==> config.mk <==
export PLATFORM = sky130hd
export DESIGN_NAME = sbus_frame_decoder
export DESIGN_NICKNAME = d
export VERILOG_FILES = /design/src/sv/sfd_pkg.sv /design/src/sv/sfd_frame_state.sv /design/src/sv/sfd_result_stage.sv /design/src/sv/sbus_frame_decoder.sv
export SDC_FILE = /design/constraint.sdc
export NUM_CORES = 1
export LEC_CHECK = 0
export BUFFER_PORTS_ARGS = -buffer_cell sky130_fd_sc_hd__buf_4
export CORE_AREA = 5 5 188 190
export DETAILED_ROUTE_END_ITERATION = 12
export DIE_AREA = 0 0 193 195
export PLACE_DENSITY = 0.85
export SLEW_MARGIN = 20
export SYNTH_ARGS = -nofsm -noshare
export SYNTH_HDL_FRONTEND = slang
export SYNTH_SLANG_ARGS = --single-unit
==> constraint.sdc <==
create_clock -name clk -period 21 [get_ports clk]
set_input_delay 6.3 -clock clk [delete_from_list [all_inputs] [get_ports clk]]
set_output_delay 6.3 -clock clk [all_outputs]
set_load 0.02 [all_outputs]
==> src/sv/sfd_pkg.sv <==
`timescale 1ns / 1ps
// Shared types and constants for the SBUS frame decoder.
package sfd_pkg;

    localparam int FRAME_BYTES  = 25;
    localparam int NUM_CHANNELS = 10;
    localparam int POS_W        = 5;
    localparam int CH_W         = 11;
    localparam int IDX_W        = 4;
    localparam int MS_W         = 16;

    // Flag byte and bit positions in a frame
    localparam int FLAG_BYTE = 23;
    localparam int LOST_BIT  = 2;
    localparam int OFF_BIT   = 3;

    localparam logic [MS_W-1:0] MS_MAX = 16'hFFFF;

    // Configuration register indexes
    localparam int CFG_IDX_W = 2;
    localparam logic [CFG_IDX_W-1:0] CFG_TIMEOUT = 2'd0;
    localparam logic [CFG_IDX_W-1:0] CFG_FWD_TH  = 2'd1;
    localparam logic [CFG_IDX_W-1:0] CFG_PARK_TH = 2'd2;
    localparam int CFG_DATA_W = 16;

    localparam logic [MS_W-1:0] TIMEOUT_RST = 16'd100;
    localparam logic [CH_W-1:0] FWD_TH_RST  = 11'd1000;
    localparam logic [CH_W-1:0] PARK_TH_RST = 11'd1500;

    // Throttle: t = floor((1788 - ch) * 100 / 1588) = (d * THR_RECIP) >> THR_SHIFT
    localparam logic [CH_W-1:0] THR_TOP    = 11'd1788;
    localparam logic [21:0]     THR_RECIP  = 22'd2113000;
    localparam int              THR_SHIFT  = 25;
    localparam logic [7:0]      THR_LOW    = 8'd10;
    localparam logic [7:0]      THR_HIGH   = 8'd90;
    localparam logic [6:0]      THR_FULL   = 7'd100;

    // Steering: s = floor((ch - 200) * 180 / 1600) = (e * STR_RECIP) >> STR_SHIFT
    localparam logic [CH_W-1:0] STR_BASE   = 11'd200;
    localparam logic [17:0]     STR_RECIP  = 18'd235935;
    localparam int              STR_SHIFT  = 21;
    localparam logic [7:0]      STR_SNAP_LO = 8'd87;
    localparam logic [7:0]      STR_SNAP_HI = 8'd93;
    localparam logic [7:0]      STR_CENTER = 8'd90;
    localparam logic [7:0]      STR_MAX    = 8'd180;

    typedef enum logic [1:0] {
        CMD_BYTE = 2'd0,
        CMD_TICK = 2'd1,
        CMD_READ = 2'd2,
        CMD_NONE = 2'd3
    } sfd_cmd_t;

    typedef struct packed {
        logic [1:0]       command;
        logic [7:0]       data_byte;
        logic             frame_end;
        logic [IDX_W-1:0] channel_index;
    } sfd_in_t;

    typedef struct packed {
        logic [6:0]      throttle_pct;
        logic [7:0]      steering_deg;
        logic            forward;
        logic            parking;
        logic            frame_lost;
        logic            failsafe;
        logic [CH_W-1:0] channel_value;
    } sfd_out_t;

    // Decoded state seen by the result stage
    typedef struct packed {
        logic [CH_W-1:0] ch0;
        logic [CH_W-1:0] ch2;
        logic [CH_W-1:0] ch8;
        logic [CH_W-1:0] ch9;
        logic            lost;
        logic            off;
        logic [MS_W-1:0] elapsed;
    } sfd_status_t;

endpackage

==> src/sv/sfd_frame_state.sv <==
`timescale 1ns / 1ps
// Frame byte store, commit/unpack, channel registers, flags and elapsed-ms counter.
module sfd_frame_state
    import sfd_pkg::*;
(
    input  logic             clk,
    input  logic             rst_n,
    input  logic             accept,
    input  sfd_in_t          req,
    output sfd_status_t      status,
    output logic [CH_W-1:0]  chval
);

    logic [7:0]       bytes_reg  [FRAME_BYTES];
    logic [7:0]       bytes_next [FRAME_BYTES];
    logic [POS_W-1:0] pos_reg, pos_next;
    logic [CH_W-1:0]  chan_reg  [NUM_CHANNELS];
    logic [CH_W-1:0]  chan_next [NUM_CHANNELS];
    logic             lost_reg, lost_next;
    logic             off_reg, off_next;
    logic [MS_W-1:0]  elapsed_reg, elapsed_next;
    sfd_cmd_t         cmd;
    logic             commit;

    assign cmd    = sfd_cmd_t'(req.command);
    assign commit = accept && (cmd == CMD_BYTE) && req.frame_end;

    always_comb
    begin
        for (int i = 0; i < FRAME_BYTES; i++)
        begin
            bytes_next[i] = bytes_reg[i];
            if (accept && (cmd == CMD_BYTE) && (pos_reg == POS_W'(i)))
            begin
                bytes_next[i] = req.data_byte;
            end
        end

        pos_next = pos_reg;
        if (accept && (cmd == CMD_BYTE) && (pos_reg < POS_W'(FRAME_BYTES)))
        begin
            pos_next = pos_reg + 1'b1;
        end
        if (commit)
        begin
            pos_next = '0;
        end

        elapsed_next = elapsed_reg;
        if (accept && (cmd == CMD_TICK) && (elapsed_reg != MS_MAX))
        begin
            elapsed_next = elapsed_reg + 1'b1;
        end
        if (commit)
        begin
            elapsed_next = '0;
        end

        // Standard SBUS 11-bit packing, LSB first from byte 1
        chan_next[0] = {bytes_next[2][2:0],  bytes_next[1]};
        chan_next[1] = {bytes_next[3][5:0],  bytes_next[2][7:3]};
        chan_next[2] = {bytes_next[5][0],    bytes_next[4], bytes_next[3][7:6]};
        chan_next[3] = {bytes_next[6][3:0],  bytes_next[5][7:1]};
        chan_next[4] = {bytes_next[7][6:0],  bytes_next[6][7:4]};
        chan_next[5] = {bytes_next[9][1:0],  bytes_next[8], bytes_next[7][7]};
        chan_next[6] = {bytes_next[10][4:0], bytes_next[9][7:2]};
        chan_next[7] = {bytes_next[11],      bytes_next[10][7:5]};
        chan_next[8] = {bytes_next[13][2:0], bytes_next[12]};
        chan_next[9] = {bytes_next[14][5:0], bytes_next[13][7:3]};
        lost_next    = bytes_next[FLAG_BYTE][LOST_BIT];
        off_next     = bytes_next[FLAG_BYTE][OFF_BIT];
    end

    always_ff @(posedge clk or negedge rst_n)
    begin
        if (!rst_n)
        begin
            for (int i = 0; i < FRAME_BYTES; i++)
            begin
                bytes_reg[i] <= '0;
            end
            for (int i = 0; i < NUM_CHANNELS; i++)
            begin
                chan_reg[i] <= '0;
            end
            pos_reg     <= '0;
            lost_reg    <= 1'b0;
            off_reg     <= 1'b0;
            elapsed_reg <= '0;
        end
        else
        begin
            for (int i = 0; i < FRAME_BYTES; i++)
            begin
                bytes_reg[i] <= bytes_next[i];
            end
            if (commit)
            begin
                for (int i = 0; i < NUM_CHANNELS; i++)
                begin
                    chan_reg[i] <= chan_next[i];
                end
                lost_reg <= lost_next;
                off_reg  <= off_next;
            end
            pos_reg     <= pos_next;
            elapsed_reg <= elapsed_next;
        end
    end

    // Channel read; reads never change state, so the stored value is current
    always_comb
    begin
        chval = '0;
        if ((cmd == CMD_READ) && (req.channel_index < IDX_W'(NUM_CHANNELS)))
        begin
            chval = chan_reg[req.channel_index];
        end
    end

    assign status.ch0     = chan_reg[0];
    assign status.ch2     = chan_reg[2];
    assign status.ch8     = chan_reg[8];
    assign status.ch9     = chan_reg[9];
    assign status.lost    = lost_reg;
    assign status.off     = off_reg;
    assign status.elapsed = elapsed_reg;

endmodule

==> src/sv/sfd_result_stage.sv <==
`timescale 1ns / 1ps
// Request-pending stage, control mapping and output register with stall handling.
module sfd_result_stage
    import sfd_pkg::*;
(
    input  logic             clk,
    input  logic             rst_n,
    input  logic             in_valid,
    output logic             in_stall,
    output logic             accept,
    input  logic [CH_W-1:0]  chval,
    input  sfd_status_t      status,
    input  logic [MS_W-1:0]  timeout_ms,
    input  logic [CH_W-1:0]  fwd_th,
    input  logic [CH_W-1:0]  park_th,
    output logic             out_valid,
    input  logic             out_stall,
    output sfd_out_t         out_data
);

    logic            pend_reg, pend_next;
    logic [CH_W-1:0] chval_reg;
    logic            oval_reg, oval_next;
    sfd_out_t        odata_reg;
    sfd_out_t        res;
    logic            out_free;
    logic            adv;

    logic [CH_W-1:0] thr_d;
    logic [32:0]     thr_prod;
    logic [7:0]      thr_q;
    logic [CH_W-1:0] str_e;
    logic [28:0]     str_prod;
    logic [7:0]      str_q;

    assign out_free = !oval_reg || !out_stall;
    assign adv      = pend_reg && out_free;
    assign in_stall = pend_reg && !out_free;
    assign accept   = in_valid && !in_stall;

    assign pend_next = accept || (pend_reg && !adv);
    assign oval_next = adv || (oval_reg && out_stall);

    // Maps run on the state left by the pending request
    always_comb
    begin
        thr_d    = THR_TOP - status.ch2;
        thr_prod = 33'(thr_d) * 33'(THR_RECIP);
        thr_q    = thr_prod[THR_SHIFT +: 8];
        if (status.ch2 >= THR_TOP || thr_q < THR_LOW)
        begin
            res.throttle_pct = '0;
        end
        else if (thr_q > THR_HIGH)
        begin
            res.throttle_pct = THR_FULL;
        end
        else
        begin
            res.throttle_pct = thr_q[6:0];
        end

        str_e    = status.ch0 - STR_BASE;
        str_prod = 29'(str_e) * 29'(STR_RECIP);
        str_q    = str_prod[STR_SHIFT +: 8];
        if (status.ch0 <= STR_BASE)
        begin
            res.steering_deg = '0;
        end
        else if (str_q > STR_SNAP_LO && str_q < STR_SNAP_HI)
        begin
            res.steering_deg = STR_CENTER;
        end
        else if (str_q > STR_MAX)
        begin
            res.steering_deg = STR_MAX;
        end
        else
        begin
            res.steering_deg = str_q;
        end

        res.forward       = status.ch9 < fwd_th;
        res.parking       = status.ch8 > park_th;
        res.frame_lost    = status.lost;
        res.failsafe      = (status.elapsed > timeout_ms) || status.off;
        res.channel_value = chval_reg;
    end

    always_ff @(posedge clk or negedge rst_n)
    begin
        if (!rst_n)
        begin
            pend_reg <= 1'b0;
            oval_reg <= 1'b0;
        end
        else
        begin
            pend_reg <= pend_next;
            oval_reg <= oval_next;
        end
    end

    always_ff @(posedge clk)
    begin
        if (accept)
        begin
            chval_reg <= chval;
        end
        if (adv)
        begin
            odata_reg <= res;
        end
    end

    assign out_valid = oval_reg;
    assign out_data  = odata_reg;

endmodule

==> src/sv/sbus_frame_decoder.sv <==
`timescale 1ns / 1ps
// SBUS frame decoder top level: configuration registers and stage wiring.
//
//  channel | handshake          | payload
//  --------+--------------------+-----------------------------------------
//  in      | in_valid/in_stall  | in_data: command, byte, frame_end, index
//  out     | out_valid/out_stall| out_data: controls, flags, channel value
//  cfg     | cfg_valid/cfg_ready| cfg_index, cfg_data (always ready)
//
// One request per cycle sustained while the output is not stalled; a taken request
// updates the state and the pending stage, then the mapped result is registered at the output.
// The throttle and steering maps each use one constant multiply in the result stage.
// Reset clears the byte store, channels, flags, elapsed count and config to defaults.
// A stalled output holds the pending request; the input stalls only when the
// pending stage is full and the output register is full and stalled.
module sbus_frame_decoder
    import sfd_pkg::*;
(
    input  logic                  clk,
    input  logic                  rst_n,
    input  logic                  in_valid,
    output logic                  in_stall,
    input  sfd_in_t               in_data,
    output logic                  out_valid,
    input  logic                  out_stall,
    output sfd_out_t              out_data,
    input  logic                  cfg_valid,
    output logic                  cfg_ready,
    input  logic [CFG_IDX_W-1:0]  cfg_index,
    input  logic [CFG_DATA_W-1:0] cfg_data
);

    logic [MS_W-1:0] timeout_reg;
    logic [CH_W-1:0] fwd_th_reg;
    logic [CH_W-1:0] park_th_reg;
    logic            accept;
    logic [CH_W-1:0] chval;
    sfd_status_t     status;

    assign cfg_ready = 1'b1;

    always_ff @(posedge clk or negedge rst_n)
    begin
        if (!rst_n)
        begin
            timeout_reg <= TIMEOUT_RST;
            fwd_th_reg  <= FWD_TH_RST;
            park_th_reg <= PARK_TH_RST;
        end
        else if (cfg_valid && cfg_ready)
        begin
            case (cfg_index)
                CFG_TIMEOUT: timeout_reg <= cfg_data[MS_W-1:0];
                CFG_FWD_TH:  fwd_th_reg  <= cfg_data[CH_W-1:0];
                CFG_PARK_TH: park_th_reg <= cfg_data[CH_W-1:0];
                default:     ;
            endcase
        end
    end

    sfd_frame_state u_state (
        .clk    (clk),
        .rst_n  (rst_n),
        .accept (accept),
        .req    (in_data),
        .status (status),
        .chval  (chval)
    );

    sfd_result_stage u_result (
        .clk        (clk),
        .rst_n      (rst_n),
        .in_valid   (in_valid),
        .in_stall   (in_stall),
        .accept     (accept),
        .chval      (chval),
        .status     (status),
        .timeout_ms (timeout_reg),
        .fwd_th     (fwd_th_reg),
        .park_th    (park_th_reg),
        .out_valid  (out_valid),
        .out_stall  (out_stall),
        .out_data   (out_data)
    );

endmodule

### Word level (Yosys, flattened, before mapping)

Cells that the tools add are included.

| cells by class | value |
|---|---|
| reductions and logical operators | 47 |
| $lt $le $gt $ge | 13 |
| multiplexer cells | 25 |
| multiply operators | 2 |
| add/subtract/negate cells | 4 |
| eq/ne operators | 20 |
| bitwise operators | 1 |

Operators by type and width:

| operator | count |
|---|---|
| 8-bit 2-to-1 mux | 14 |
| 11-bit binary-select mux with 4-bit select | 1 |
| 5-bit by 4-bit == test with 1-bit output, second input constant | 7 |
| 16-bit 2-to-1 mux | 2 |
| 11-bit by 19-bit multiplier with 30-bit output, second input constant | 1 |
| 11-bit by 18-bit multiplier with 29-bit output, second input constant | 1 |
| 1-bit logical AND | 27 |
| 11-bit 2-to-1 mux | 2 |
| 5-bit by 3-bit == test with 1-bit output, second input constant | 4 |
| 16-bit by 1-bit adder with 16-bit output, second input constant | 1 |
| 16-bit greater-than comparator | 1 |
| 8-bit by 7-bit greater-than comparator with 1-bit output, second input constant | 2 |
| 16-bit inequality test, second input constant | 1 |
| 7-bit 2-to-1 mux | 2 |
| 11-bit >= comparator, second input constant | 1 |
| 11-bit greater-than comparator | 1 |
| 11-bit by 8-bit <= comparator with 1-bit output, second input constant | 1 |
| 11-bit < comparator | 1 |
| 11-bit subtractor, first input constant | 1 |
| 11-bit by 8-bit subtractor with 11-bit output, second input constant | 1 |
| 5-bit by 2-bit == test with 1-bit output, second input constant | 2 |
| 5-bit 2-to-1 mux | 2 |
| 8-bit greater-than comparator, second input constant | 1 |
| 8-bit by 4-bit < comparator with 1-bit output, second input constant | 1 |
| other kinds (19) | 34 |

| word-level totals | value |
|---|---|
| register bits | 328 |
| bits of input ports | 38 |
| word-level logic and storage cells | 158 |
| output and inout port bits | 33 |

### Depth between registers and ports, before layout

Gate-level depths: netlist of run 1.

| depth | value |
|---|---|
| depth in word-level cells | 10 |
| mapped depth | 25 |
| gate-level depth less buffers | 25 |

### Modules after synthesis

From an unflattened synthesis of run 1, not the netlist that was laid out.

| unflattened totals | value |
|---|---|
| cell total of the unflattened synthesis | 1791 |
| area total of the unflattened synthesis | 21668.3 sq um |

By module, submodules not included:

| module | sequential area each (sq um) | cells an instance | instances | area an instance (sq um) |
|---|---|---|---|---|
| sfd_frame_state | 6130.9 | 741 | 1 | 11018.1 |
| sfd_result_stage | 1281.2 | 966 | 1 | 9181.3 |
| sbus_frame_decoder | 970.9 | 84 | 1 | 1468.9 |

### Worst setup path before layout of run 1

OpenSTA, ideal clock, no wires.

| path | value |
|---|---|
| path type | input to output |
| start point | in out_stall |
| end point | out in_stall |
| buffers on the path | 0 |
| path slack | 8153 ps |
| data arrival time | 6547 ps |
| data required time | 14700 ps |
| cell stages on the path | 2 |
| cell sequence | nand3_1 > inv_1 |

| between the ends | value |
|---|---|
| longest elaborated chain between the ends | 4 |

Ends and longest elaborated chain:

| item | RTL line | source |
|---|---|---|
| start: declaration | sbus_frame_decoder.sv:25 | `input logic out_stall,` |
| 1-bit logical NOT | sfd_result_stage.sv:36 | `assign out_free = !oval_reg \|\| !out_stall;` |
| 1-bit logical OR | sfd_result_stage.sv:36 |  |
| 1-bit logical NOT | sfd_result_stage.sv:38 | `assign in_stall = pend_reg && !out_free;` |
| 1-bit logical AND | sfd_result_stage.sv:38 |  |
| end: declaration | sbus_frame_decoder.sv:22 | `output logic in_stall,` |

No other way between the ends.

### Worst setup path after layout of run 1

Ends and elaborated chain as after synthesis.

==> reports/metrics.cfg, run 1 <==
[grt]
grt_pass1_wl_mm = 79.6
overflow = 0
grt_pass1_vias = 15300
grtUsageTotal_pct = 26.5
grt_max_degree = 136
antenna_found_initial = 1

[timing]
finalSetupTns_ns = 0
finalHoldViolCount = 0
finalMaxSlewViolations = 0
final.setup.worst_slack_ns = 7.96
fmax_mhz = 76.7
worstMarginPinSlew_ns = 1.10
fin_crit_sh_pct = 62.1
rsz0062_at_grt = no
relSlewSlack_pct = 25.6
period_needed_ns = 13.04
clock_skew_ns = 0.0183
finalSetupViolations = 0

[routing]
totalWireLength_mm = 48.9
dr.pass1.iters = 8
antenna_left = 0
dr.first_iter.drc_count = 1252
wl_per_cell_um = 19.6
drc = 0
vias = 14500
routed_via_density = 5.82

[cts]
h-tree-depth = 2
hold_buffers = 0
cts_root_buf = clkbuf_16
cts_buffers = 35
cts_resized = 0
cts_buffer_depth = 3
post_cts.repair.setup_buffers = 0
clkTransAtPathRegs_ns = 0.06
clk_latency_ns = 0.53
clkSinkCount = 326
cts_tree = done

[logic_synthesis]
syn_nets = 2316
yosysUniqueCellTypes = 88
synth_ff_type = dfrtp_1
syn_avg_cell_area_um2 = 10.6
ys_ff_latch = 326
netlist_instances = 1975
ys_async_sr_fraction_pct = 87.4
yosysSeqAreaShare_pct = 39.9
synth_edf_count = 41
ys_warn_count = 0
syn-cell-area_mm2 = 0.0210

[place]
dp_slack_ns = 7.96
port_buffers = 69
place.gp.congestion = 0.931
dpl-instance-area_mm2 = 0.0219
dp_hpwl_mm = 35.2

[setup_path]
ff2ff_setup_slack_ns = 13.05
cpMostUsedCell = buf_4
setup.worst_path.start_class = input pin
cp_cell_sequence = buf_4 -> nand3_1 -> inv_1 -> buf_4
cpPeakStageDelay_ns = 0.15
crit_arrival_ns = 6.74
slowest_stage = buf_4
critPathMaxFanout = 3
crit_type = input pin to primary output
end_kind = primary output
crit_family = buffers and inverters
required_ns = 14.70
worst-path-buf-inv = 3

[cells_and_area]
syn2layout_area_growth_pct = 10.1
register_area_mm2 = 0.00838
nets = 2364
mostFrequentLayoutCells = 392 x nand2_1, 269 x dfrtp_1, 243 x inv_1
largest_register_ffs = 112
multiInputGateArea_mm2 = 0.0115
antenna_cells = 0
fillCellCount = 2325
stdcell_area_mm2 = 0.0231
drive_above_1_share_pct = 16.7
final_common_cell = nand2_1

[die]
die_y_um = 195
start_util_pct = 63.1
coreArea_mm2 = 0.0333
die_area_mm2 = 0.0376
ios = 71
rows = 67
die_w_um = 193

[status]
status = complete, no violations

[hold_path]
hold_class = flop to flop

[job]
max_cap_violations = 0

## synth_stat cells (4+ instances only)
cell / instances / area (um2)
clkbuf_1: 57 / 214
nor2b_1: 17 / 106
and4_1: 5 / 43.8
mux2i_1: 25 / 250
o21ai_0: 53 / 265
mux2_2: 135 / 1520
a21o_1: 13 / 97.6
fa_1: 107 / 2140
and2_1: 16 / 100
dfstp_2: 16 / 420
nand4_1: 16 / 100
a21oi_1: 37 / 185
dfrtp_1: 269 / 6730
edfxtp_1: 41 / 1230
a211oi_1: 13 / 97.6
nor2_1: 64 / 240
and3_1: 4 / 25.0
nand2_1: 393 / 1480
mux4_2: 22 / 495
o311ai_0: 5 / 43.8
inv_1: 243 / 912
nand3b_1: 6 / 45.0
xor2_1: 25 / 219
and3b_1: 4 / 35.0
nor3_1: 12 / 60.1
ha_1: 196 / 2450
nand3_1: 21 / 105
nor4_1: 4 / 25.0
o21a_1: 14 / 105
nand2b_1: 9 / 56.3
o211ai_1: 13 / 97.6
o22ai_1: 13 / 81.3
xnor2_1: 24 / 210
a31oi_1: 5 / 31.3
## layout make-up
class                      instances  share of cell area, %
multi-input combinational       1341                   49.6
sequential                       326                   36.3
clock buffer                      48                   4.44
inverter                         244                   3.96
timing repair buffer              75                   2.55
tap                              448                   2.43
clock inverter                    16                  0.704
## routing by layer
metal | track usage [%] | vias up | routed length (um)
met1 | 34.7 | 7294 | 20100
met2 | 45.5 | 421 | 24900
met3 | 4.07 | 113 | 2360
met4 | 8.42 | 2 | 1580
met5 | 0 | - | 11
li1 | - | 6713 | -
## through the flow
| step | utilization [%] | cells | hold WS (ns) |
|---|---|---|---|
| final | 69.5 | 2498 | 0.419 |
| after global routing | 69.5 | 2498 | 0.425 |
| after CTS | 69.3 | 2497 | 0.420 |
| after detailed placement | 65.8 | 2433 | 0.405 |
| after global placement | 65.8 | 2433 | 0.406 |
| after floorplan | - | 1975 | 0.400 |
## cell families (layout without fill, tap and decap cells)
group	count (synthesis)	after routing	synth area share (%)
flops	326	326	39.9
fa+ha+maj	303	303	21.9
other cells	1	1	0.0179
mux	183	183	10.9
buf+inv	308	383	5.56
xor+xnor	53	53	2.46
compound gates	205	205	6.65
simple gates	596	596	12.6
## final timing paths
kind / cells past startpoint / start / end
worst min-delay path: 0 / u_result.chval_reg[0] / u_result.out_data[0]
max in group asynchronous: 4 / rst_n / u_state.bytes_reg[144]
worst max register to register: 25 / u_state.status[54] / u_result.out_data[20]
min in group asynchronous: 1 / rst_n / timeout_reg[4]
worst min register to register: 0 / u_result.chval_reg[0] / u_result.out_data[0]
worst max-delay path: 4 / out_stall / in_stall
## worst reg2reg max path, stage by stage, from the launching register on
cell,delay [ns]
dfrtp_1,0.49
inv_1,0.17
ha_1,0.47
nand2b_1,0.15
a31oi_1,0.21
xor2_1,0.28
inv_1,0.16
fa_1,0.66
inv_1,0.09
fa_1,0.49
fa_1,0.55
inv_1,0.06
fa_1,0.52
inv_1,0.05
fa_1,0.52
inv_1,0.04
ha_1,0.35
a21oi_1,0.19
o21ai_0,0.09
nor4_1,0.66
o41ai_1,0.15
xnor2_1,0.27
nand2b_1,0.09
a21bo_1,0.20
o41ai_1,0.61
a21oi_1,0.13
Power of run 1 is not shown: default switching activity piles up to over one toggle a cycle in this logic, so the estimate is an artifact.
==> inputs of run 2 (changes only) <==
CORE_AREA = 5 5 198 200   (was 5 5 188 190)
DIE_AREA = 0 0 203 205   (was 0 0 193 195)
PLACE_DENSITY = 0.81   (was 0.85)
clock period = 11.45 ns   (was 21 ns; I/O delays follow)
==> reports/metrics.cfg, run 2 (synthesis gave the netlist of run 1 again) <==
[cts]
hold_buffers = 0  ; unchanged
h-tree-depth = 2  ; unchanged
cts_tree = done
cts_resized = 0  ; unchanged
clkTransAtPathRegs_ns = 0.06  ; about the same
clk_latency_ns = 0.53  ; about the same
clkSinkCount = 326  ; unchanged
post_cts.repair.setup_buffers = 0  ; unchanged
cts_root_buf = clkbuf_16
cts_buffers = 35  ; unchanged
cts_buffer_depth = 3  ; unchanged

[grt]
use_met2_pct = 41.1  ; -4.4 points
grt_max_degree = 193  ; +42%
grtUsageTotal_pct = 23.6  ; -2.9 points
grt.met1_usage_pct = 30.1  ; -4.6 points
grt_pass1_wl_mm = 78.9  ; -0.87%
use_met3_pct = 3.58  ; -0.49 points
top_usage_layer = met2
overflow = 0  ; unchanged
antenna_found_initial = 1  ; unchanged
grt_pass1_vias = 15100  ; -0.97%

[routing]
wl_per_cell_um = 19.2  ; -1.8%
antenna_left = 0  ; unchanged
routed_via_density = 5.71  ; -1.9%
vias = 14400  ; -1.0%
dr.first_iter.drc_count = 828  ; -34%
drc = 0  ; unchanged
totalWireLength_mm = 48.4  ; -0.92%
dr.pass1.iters = 5  ; -3

[timing]
clock_skew_ns = 0.0227  ; +0.00433 ns
finalHoldViolCount = 0  ; unchanged
fin_crit_sh_pct = 66.3
fmax_mhz = 132
finalMaxSlewViolations = 0  ; unchanged
finalSetupTns_ns = 0  ; unchanged
finalHoldWorstSlack_ns = 0.425  ; +0.00619 ns
finalSetupViolations = 0  ; unchanged
rsz0062_at_grt = no
period_needed_ns = 7.59
worstMarginPinSlew_ns = 1.14  ; +0.0380 ns
relSlewSlack_pct = 24.0  ; -1.6 points

[cells_and_area]
drive_above_1_share_pct = 16.3  ; -0.46 points
antenna_cells = 0  ; unchanged
final_common_cell = nand2_1
nets = 2363  ; -0.042%
mostFrequentLayoutCells = 392 x nand2_1, 269 x dfrtp_1, 243 x inv_1
largest_register_ffs = 112  ; unchanged
syn2layout_area_growth_pct = 10.1  ; about the same
finish.utilization_pct = 62.1  ; -7.4 points

[setup_path]
required_ns = 11.69  ; -3.01 ns
critPathMaxFanout = 7  ; +4
setup.worst_path.start_class = flop
crit_arrival_ns = 7.83  ; +1.09 ns
ff2ff_setup_slack_ns = 3.86  ; -9.19 ns
end_kind = flop
crit_type = flop to flop

[place]
port_buffers = 69  ; unchanged
dp_hpwl_mm = 35.5  ; +0.85%
place.gp.congestion = 0.934  ; +0.32%

[status]
status = complete, no violations

[die]
die_y_um = 205  ; +5.1%
rows = 71  ; +6.0%
die_w_um = 203  ; +5.2%
coreArea_mm2 = 0.0372  ; +12%
die_area_mm2 = 0.0416  ; +11%
start_util_pct = 56.4  ; -6.7 points
ios = 71  ; unchanged

[job]
max_cap_violations = 0  ; unchanged

[hold_path]
hold_class = flop to flop

==> run 2: layout make-up <==
class	instances	area, um2
flip-flops and latches	326	8380
clock inverters	9	82.6
multi-input cells	1341	11500
well taps	474	593
inverters	244	916
repair buffers	74	596
clock buffers	53	1060
fillers	2839	14100
==> run 2: metal layers <==
metal  vias up  part of all wire [%]
met5         -                 0.027
met4         2                   3.8
met3       127                   5.0
met2       379                    51
met1      7196                    41
li1       6693                     -
==> run 2: path summary, 6_finish.rpt <==
check                           cells after the start                  start                      to
worst min-delay path                                0  u_result.chval_reg[3]    u_result.out_data[3]
worst max-delay path                               25     u_state.status[54]   u_result.out_data[15]
worst max register to register                     25     u_state.status[54]   u_result.out_data[15]
worst min register to register                      0  u_result.chval_reg[3]    u_result.out_data[3]
max in group asynchronous                           2                  rst_n  u_state.bytes_reg[126]
min in group asynchronous                           1                  rst_n      u_state.status[47]
==> run 2: through the flow <==
stage | cell area (um2) | std cells | setup WS, ns
after global placement | 21900 | 2458 | 4.15
after floorplan | 21000 | 1975 | 4.33
after global routing | 23100 | 2521 | 3.38
after detailed placement | 21900 | 2459 | 3.97
final | 23100 | 2521 | 3.86
after CTS | 23100 | 2521 | 3.95
==> run 2: critical path, cell delays in order (launching register included) <==
cell,delay [ns]
dfrtp_1,0.46
inv_1,0.15
ha_1,0.37
nand2b_1,0.12
a31oi_1,0.22
xor2_1,0.27
inv_1,0.16
fa_1,0.64
inv_1,0.08
fa_1,0.49
fa_1,0.55
inv_1,0.05
fa_1,0.53
inv_1,0.05
fa_1,0.52
inv_1,0.04
ha_1,0.35
a21oi_1,0.18
o21ai_0,0.10
nor4_1,0.53
o41ai_1,0.17
xnor2_1,0.27
nand2b_1,0.10
a21bo_1,0.21
o41ai_1,0.60
nor3_1,0.10
Power of run 2 is left out for the same reason.
==> inputs of run 3 (changes only) <==
ABC_AREA = 1   (was unset)
CORE_AREA = 5 5 190 192   (was 5 5 198 200)
DIE_AREA = 0 0 195 197   (was 0 0 203 205)
PLACE_DENSITY = 0.85   (was 0.81)
clock period = 7.05 ns   (was 11.45 ns; I/O delays follow)
==> reports/metrics.cfg, run 3 <==
[setup_path]
cpPeakStageDelay_ns = 0.62  ; -0.02 ns
setup.worst_path.start_class = flop
crit_arrival_ns = 6.95  ; -0.88 ns
required_ns = 7.33  ; -4.36 ns
cpMostUsedCell = nand2_1
crit_type = flop to flop
end_kind = flop
slowest_stage = fa_2
critPathMaxFanout = 6  ; -1

[timing]
clock_skew_ns = 0.0155  ; -0.00716 ns
relSlewSlack_pct = 30.9  ; +6.9 points
finalHoldViolCount = 0  ; unchanged
finalSetupViolations = 0  ; unchanged
finalMaxSlewViolations = 0  ; unchanged
finalSetupTns_ns = 0  ; unchanged
fin_crit_sh_pct = 94.6  ; +28 points
worstMarginPinSlew_ns = 1.03  ; -0.107 ns
period_needed_ns = 6.67  ; -0.919 ns
fmax_mhz = 150  ; +14%
rsz0062_at_grt = no
final.setup.worst_slack_ns = 0.382  ; -3.48 ns

[cts]
clkSinkCount = 326  ; unchanged
cts_buffer_depth = 3  ; unchanged
hold_buffers = 0  ; unchanged
cts_tree = done
post_cts.repair.setup_buffers = 0  ; unchanged
cts_buffers = 35  ; unchanged
cts_resized = 0  ; unchanged
clkTransAtPathRegs_ns = 0.06  ; about the same
h-tree-depth = 2  ; unchanged
clk_latency_ns = 0.53  ; about the same
cts_root_buf = clkbuf_16

[routing]
wl_per_cell_um = 17.5  ; -9.1%
routed_via_density = 5.65  ; -1.1%
totalWireLength_mm = 54.3  ; +12%
vias = 17600  ; +22%
antenna_left = 0  ; unchanged
dr.pass1.iters = 6  ; +1
drc = 0  ; unchanged
dr.first_iter.drc_count = 1870  ; +130%

[die]
ios = 71  ; unchanged
die_y_um = 197  ; -3.9%
rows = 68  ; -4.2%
start_util_pct = 62.9  ; +6.5 points
coreArea_mm2 = 0.0342  ; -8.1%
die_area_mm2 = 0.0384  ; -7.7%
die_w_um = 195  ; -3.9%

[place]
dp_hpwl_mm = 39.4  ; +11%
dp_slack_ns = 0.337  ; -3.63 ns
place.gp.congestion = 0.979  ; +4.8%
port_buffers = 69  ; unchanged

[logic_synthesis]
syn_avg_cell_area_um2 = 8.30  ; -22%
synth_top_area_cell = dfrtp_1
ys_async_sr_fraction_pct = 87.4  ; unchanged
ys_warn_count = 0  ; unchanged
yosysUniqueCellTypes = 51  ; -42%
syn-cell-area_mm2 = 0.0215  ; +2.5%
ys_ff_latch = 326  ; unchanged
yosysMostFrequentCell = nand2_1
yosysSeqAreaShare_pct = 39.0  ; -0.96 points
yosysTopAreaCellShare_pct = 31.3  ; -0.77 points
synth_edf_count = 41  ; unchanged
synthTopCellsByCount = 629 x nand2_1, 441 x inv_1, 269 x dfrtp_1, 231 x o21ai_0, 196 x ha_1
synth_area_leaders = dfrtp_1 31%, ha_1 11%, nand2_1 11%
syn_nets = 2932  ; +27%
synth_ff_type = dfrtp_1
netlist_instances = 2591  ; +31%

[cells_and_area]
fillCellCount = 2624  ; -7.6%
drive_above_1_share_pct = 7.38  ; -8.9 points
largest_register_ffs = 112  ; unchanged
final_common_cell = nand2_1
mostFrequentLayoutCells = 628 x nand2_1, 439 x inv_1, 269 x dfrtp_1
nets = 2970  ; +26%
antenna_cells = 0  ; unchanged
syn2layout_area_growth_pct = 10.1  ; about the same

[grt]
grtUsageTotal_pct = 28.4  ; +4.8 points
grt_max_degree = 121  ; -37%
antenna_found_initial = 0  ; -1
grt_pass1_wl_mm = 89.0  ; +13%
grt_pass1_vias = 17800  ; +18%
overflow = 0  ; unchanged

[job]
max_cap_violations = 0  ; unchanged

[hold_path]
hold_class = flop to flop

[status]
status = complete, no violations

[run 3: cell count changes after synthesis, sizes merged, moves of 14 or more]
cell   previous run  this run
mux2i            25         0
nand3            22        94
mux2            136         0
nor2             65       162
nand2           393       636
o21ai            57       253
mux4             22         0
nor3             13        28
xnor2            25         4
a21oi            37       184
nor2b            17         1
inv             244       443
xor2             28        14
buf               7        24
[run 3: per-stage QoR]
step                      area (um2)  std cells  hold WS (ns)  utilization [%]
after detailed placement       22400       3047         0.409             65.5
after global routing           23700       3110         0.436             69.2
after floorplan                21500       2591         0.400                -
after global placement         22400       3046         0.403             65.4
final                          23700       3110         0.421             69.2
after CTS                      23600       3110         0.423             69.1
[run 3: cell families after synthesis]
group	after synthesis	share of synthesized area, %
buffers and inverters	522	9.27
xor gates and xnor gates	18	0.733
AOI/OAI and AO/OA	465	11.2
and+or+nand+nor	956	18.4
adders and majority gates	303	21.4
other	1	0.0174
DFF	326	39.0
[run 3: critical path: cells and delay by family (launching register included)]
kind / cells / cell delay (ns)
simple gates: 15 / 1.36
flops: 1 / 0.46
xor+xnor: 1 / 0.20
compound gates: 3 / 0.57
buf+inv: 6 / 0.48
fa+ha+maj: 7 / 3.36
[run 3: final timing paths]
kind	from	endpoint	slack, ns	cells after the start
worst max-delay path	u_state.status[54]	u_result.out_data[15]	0.38	32
worst min-delay path	u_result.chval_reg[7]	u_result.out_data[7]	0.42	0
worst max register to register	u_state.status[54]	u_result.out_data[15]	0.38	32
worst min register to register	u_result.chval_reg[7]	u_result.out_data[7]	0.42	0
max in group asynchronous	rst_n	u_state.bytes_reg[187]	4.05	2
min in group asynchronous	rst_n	timeout_reg[8]	1.62	1
[run 3: cell type report]
cell class	instances	area (um2)	area share [%]
clock inverter	22	322	1.36
clock buffer	41	918	3.88
timing repair buffer	79	633	2.68
tap	455	569	2.41
inverter	444	1670	7.05
sequential	326	8380	35.4
multi-input combinational	1743	11200	47.2
[run 3: metal layers]
layer	GRT usage, %	vias up	part of all wire, %	routed length (um)
met5	0	-	0	0
met2	47.8	706	48	26000
met1	37.0	8392	41	22200
met4	11.2	0	4.2	2290
met3	4.92	153	7.0	3780
li1	-	8318	-	-
Power of run 3 is left out for the same reason.
